[config.mk]
export PLATFORM = sky130hd
export DESIGN_NAME = slt_history
export DESIGN_NICKNAME = d
export VERILOG_FILES = /design/src/design/assert_macros.svh /design/src/design/slt_pkg.sv /design/src/design/slt_history.sv
export SDC_FILE = /design/constraint.sdc
export NUM_CORES = 2
export LEC_CHECK = 0
export CORE_AREA = 2 2 607 609
export CTS_CLUSTER_DIAMETER = 30
export DETAILED_ROUTE_END_ITERATION = 7
export DIE_AREA = 0 0 609 611
export DONT_BUFFER_PORTS = 1
export PLACE_DENSITY = 0.61
export SYNTH_ARGS = -nofsm -noshare
export SYNTH_HDL_FRONTEND = slang
export SYNTH_MEMORY_MAX_BITS = 65536
export SYNTH_SLANG_ARGS = --single-unit
[constraint.sdc]
create_clock -name aclk -period 6.1 [get_ports aclk]
set_clock_uncertainty 0.2 [all_clocks]
set_input_delay 0 -clock aclk [delete_from_list [all_inputs] [get_ports aclk]]
set_output_delay 0 -clock aclk [all_outputs]
set_load 0.01 [all_outputs]
[src/design/assert_macros.svh]
// ============================================================================
// Assertion macros
// Shared concurrent assertion forms, clocked on aclk and disabled in reset.
// ============================================================================
`ifndef ASSERT_MACROS_SVH
`define ASSERT_MACROS_SVH

// Same-cycle implication: cons must hold whenever ante holds.
`define SLT_ASSERT_SAME(lbl, ante, cons, msg) \
    lbl: assert property (@(posedge aclk) disable iff (!aresetn) (ante) |-> (cons)) \
        else $error(msg);

// Next-cycle implication: cons must hold in the cycle after ante.
`define SLT_ASSERT_NEXT(lbl, ante, cons, msg) \
    lbl: assert property (@(posedge aclk) disable iff (!aresetn) (ante) |=> (cons)) \
        else $error(msg);

`endif

[src/design/slt_pkg.sv]
// ============================================================================
// Swing level tracker package
// Shared constants, sequencer states and control types.
// ============================================================================
package slt_pkg;

    // Width of prices in ticks and of bar indices, in bits.
    localparam int PRICE_W = 32;

    // Largest supported neighbour count by default.
    localparam int MAX_LEN_DEFAULT = 64;

    // Width and reset value of the swing length register.
    localparam int LEN_CFG_W = 7;
    localparam logic [LEN_CFG_W-1:0] SWING_LENGTH_RESET = 7'd5;

    // Sequencer states.
    typedef enum logic [2:0] {
        ST_IDLE,
        ST_SCAN,
        ST_LAST,
        ST_DECIDE,
        ST_CONFIRM,
        ST_EVAL
    } state_t;

    // Controls from the sequencer to the history and compare unit.
    typedef struct packed {
        logic wr_en;
        logic rd_en;
        logic acc_clear;
    } hist_ctrl_t;

endpackage

[src/design/slt_history.sv]
// ============================================================================
// Swing level tracker history
// Ring memory of finished bar highs and lows, with the shared compare unit
// that folds one stored bar per cycle into the window maximum and minimum.
// ============================================================================
module slt_history #(
    parameter int DEPTH = slt_pkg::MAX_LEN_DEFAULT + 1,
    parameter int AW    = $clog2(DEPTH)
) (
    input  logic                          aclk,
    input  logic                          aresetn,
    input  slt_pkg::hist_ctrl_t           ctrl,
    input  logic [AW-1:0]                 wr_addr,
    input  logic [slt_pkg::PRICE_W-1:0]   wr_high,
    input  logic [slt_pkg::PRICE_W-1:0]   wr_low,
    input  logic [AW-1:0]                 rd_addr,
    output logic [slt_pkg::PRICE_W-1:0]   win_max,
    output logic [slt_pkg::PRICE_W-1:0]   win_min
);

    // Each word holds the high in its upper half and the low in its lower half.
    logic [2*slt_pkg::PRICE_W-1:0] mem [DEPTH];
    logic [2*slt_pkg::PRICE_W-1:0] rd_data_reg;
    logic                          rd_vld_reg;
    logic [slt_pkg::PRICE_W-1:0]   max_reg;
    logic [slt_pkg::PRICE_W-1:0]   min_reg;
    logic [slt_pkg::PRICE_W-1:0]   rd_high;
    logic [slt_pkg::PRICE_W-1:0]   rd_low;

    // Memory write port and registered read port.
    always_ff @(posedge aclk) begin
        if (ctrl.wr_en) begin
            mem[wr_addr] <= {wr_high, wr_low};
        end
        if (ctrl.rd_en) begin
            rd_data_reg <= mem[rd_addr];
        end
    end

    // The read data is valid in the cycle after a read is issued.
    always_ff @(posedge aclk) begin
        if (!aresetn) begin
            rd_vld_reg <= 1'b0;
        end else begin
            rd_vld_reg <= ctrl.rd_en;
        end
    end

    assign rd_high = rd_data_reg[2*slt_pkg::PRICE_W-1:slt_pkg::PRICE_W];
    assign rd_low  = rd_data_reg[slt_pkg::PRICE_W-1:0];

    // Shared compare unit: one stored bar folded into the running extremes per cycle.
    always_ff @(posedge aclk) begin
        if (ctrl.acc_clear) begin
            max_reg <= '0;
            min_reg <= '1;
        end else if (rd_vld_reg) begin
            if (rd_high > max_reg) begin
                max_reg <= rd_high;
            end
            if (rd_low < min_reg) begin
                min_reg <= rd_low;
            end
        end
    end

    assign win_max = max_reg;
    assign win_min = min_reg;

endmodule

==> flow_metrics.env <==
export IMPL_grt_usage_pct=24.89
export IMPL_io_pins=147
export IMPL_power_density_nw_per_um2=395.4
export IMPL_fp_coreArea_um2=365000
export IMPL_vias=83566
export IMPL_finalWeightedCongestion=0.7996
export IMPL_crit_arrival_ns=5.83
export IMPL_ys_top_cells_by_area="edfxtp_1, mux4_2, mux2i_1, a22oi_1, dfxtp_1"
export IMPL_report_final_slew_viol_count=0
export IMPL_syn_area_per_cell_um2=22.36
export IMPL_die_w_um=609
export IMPL_synth_edf_count=4224
export IMPL_grt_ovfl_total=0
export IMPL_io_buffers=0
export IMPL_hold_slack_ns=0.03458
export IMPL_cts_buffers=779
export IMPL_synth_warnings=0
export IMPL_drc_errors=0
export IMPL_cts_resized=0
export IMPL_drv_cap=0
export IMPL_max_freq_ghz=0.1915
export IMPL_ys_seq_area_share_pct=78.30
export IMPL_synthArstFlopShare_pct=0
export IMPL_cp_cell_sequence="buf_16 > buf_16 > buf_16 > buf_16 > mux4_2 > mux4_2 > dlygate4sd3_1 > a22o_1 > dlygate4sd3_1 > a211o_1 > dlygate4sd3_1"
export IMPL_cts_hold_buffers=306
export IMPL_row_count=222
export IMPL_final_cell_mix="edfxtp_1, mux4_2, clkbuf_16, mux2i_1, a22oi_1"
export IMPL_grt_pass1_vias=85470
export IMPL_rsz0062_at_grt="false"
export IMPL_grt_pass1_wl_um=652500
export IMPL_power_total_w=0.08052
export IMPL_final_hold_viol_count=0
export IMPL_synth_seq_cells=4289
export IMPL_ys_flop_type="edfxtp_1"
export IMPL_wl_um=467000
export IMPL_clkTransAtPathRegs_ns=0.05
export IMPL_path_common_cell="buf_16"
export IMPL_min_period_over_period_pct=85.59
export IMPL_multiInputGateArea_um2=34020
export IMPL_post_route_util_pct=55.79
export IMPL_antenna_found_initial=25
export IMPL_critPathTopFamily="buffers and inverters"
export IMPL_grt_max_degree=155
export IMPL_die_h_um=611
export IMPL_nets=8337
export IMPL_area_growth_pct=24.42
export IMPL_min_period_ns=5.221
export IMPL_dr_first_iter_drc_count=11310
export IMPL_critPathSlowestCell="buf_16"
export IMPL_cpPeakStageDelay_ns=0.67
export IMPL_syn_inst=7318
export IMPL_cp_max_fo=106
export IMPL_dr_pass1_iters=6
export IMPL_fill_cells=26588
export IMPL_via_per_inst=6.097
export IMPL_setup_viol=0
export IMPL_largest_reg_flops=4160
export IMPL_status="finished, final reports clean"
export IMPL_vdd_drop_max_v=0.0002881
export IMPL_clkSinkCount=4289
export IMPL_synth_area_um2=163700
export IMPL_cts_root_buf="clkbuf_16"
export IMPL_drive_gt1_share_pct=29.55
export IMPL_place_hpwl_um=231000
export IMPL_crit_type="primary input to register"
export IMPL_worstMarginPinSlew_ns=1.474
export IMPL_cp_start_kind="primary input"
export IMPL_syn_nets=7464
export IMPL_max_slew_margin_pct=1.732
export IMPL_initial_utilization_pct=44.84
export IMPL_critPathBufInv=7
export IMPL_endpoint_kind="register"
export IMPL_final_seq_area_um2=128100
export IMPL_cts_setup_buffers=0
export IMPL_avgRoutedWirePerCell_um=34.07
export IMPL_synth_top_area_share_pct=77.50
export IMPL_die_area_um2=372100
export IMPL_layout_commonest_cell="edfxtp_1"
export IMPL_yosys_area_top_type="edfxtp_1"
export IMPL_fin_tns_setup_ns=0
export IMPL_ant_nets=0
export IMPL_hold_class="primary input to register"
export IMPL_clk_latency_ns=1.08
export IMPL_critPathRequiredTime_ns=6.71
export IMPL_h_tree_depth=6
export IMPL_cts_path_max_buffers=4
export IMPL_p_leak_nw=67.21
export IMPL_cts_tree="yes"
export IMPL_yosysUniqueCellTypes=46
[cell families (layout without fill, tap and decap cells)]
group           count (synthesis)  count (layout)  share of synthesized area [%]
fa+ha+maj                      63              63                         0.4817
mux                          1441            1441                          15.66
other cells                     0              16                              0
simple gates                  355             355                          1.005
buf+inv                       479            2036                          1.278
flops                        4289            4289                          78.30
compound gates                691             691                          3.272
[routing by layer]
metal / global-route usage [%] / wire [um]
met2: 39.68 / 223100
met5: 0 / 44
met1: 33.90 / 181500
met3: 5.035 / 43320
met4: 9.783 / 18970
[area by class of cell]
type                    count  area share [%]
repair buffers            505           3.652
diodes                     16         0.01966
well taps                4816           2.959
multi-input cells        2550           16.71
inverters                  66          0.1229
clock buffers             859           9.783
flip-flops and latches   4289           62.93
clock inverters           606           3.827
[metrics by stage]
stage	setup slack, ns	cells	area, um2
after global placement	1.214	11917	170600
after detailed placement	1.198	11917	170600
final	0.8789	13707	203600
after floorplan	0.4508	7318	163700
after CTS	1.055	13688	203500
after global routing	0.5270	13701	203600
[where the power goes]
group | internal (W) | total [W] | switching (W)
Sequential | 0.0326 | 0.0328 | 0.000153
Combinational | 0.00130 | 0.00311 | 0.00181
Clock | 0.0291 | 0.0446 | 0.0155
Total | 0.0630 | 0.0805 | 0.0175
[worst register-to-register path, cell delays in order, from the launching register on]
cell      delay, ns
edfxtp_1       0.66
ha_1           0.46
nand4_1        0.81
nor3_1         0.57
a21boi_0       0.22
or4b_2         0.15
a41o_2         0.58
buf_4          0.50
mux2i_1        0.28
[final timing paths]
check | slack (ns) | endpoint | from | cells after the start
hold reg to reg | 0.30 | rd_data_reg[34] | mem[64][34] | 1
hold / removal | 0.03 | rd_data_reg[62] | rd_addr[1] | 4
setup / recovery | 0.88 | rd_data_reg[56] | rd_addr[0] | 11
setup reg to reg | 1.58 | win_max[14] | rd_data_reg[39] | 8
[cells in the mapped netlist, types with 66 or more instances]
cell	instances
buf_2	139
a211o_1	67
nand3_1	144
clkbuf_1	215
mux4_2	896
edfxtp_1	4224
a31oi_1	66
nand2_1	88
a22o_1	128
mux2i_1	545
a22oi_1	256
nor2_1	70
(Power assumes the default switching activity.)
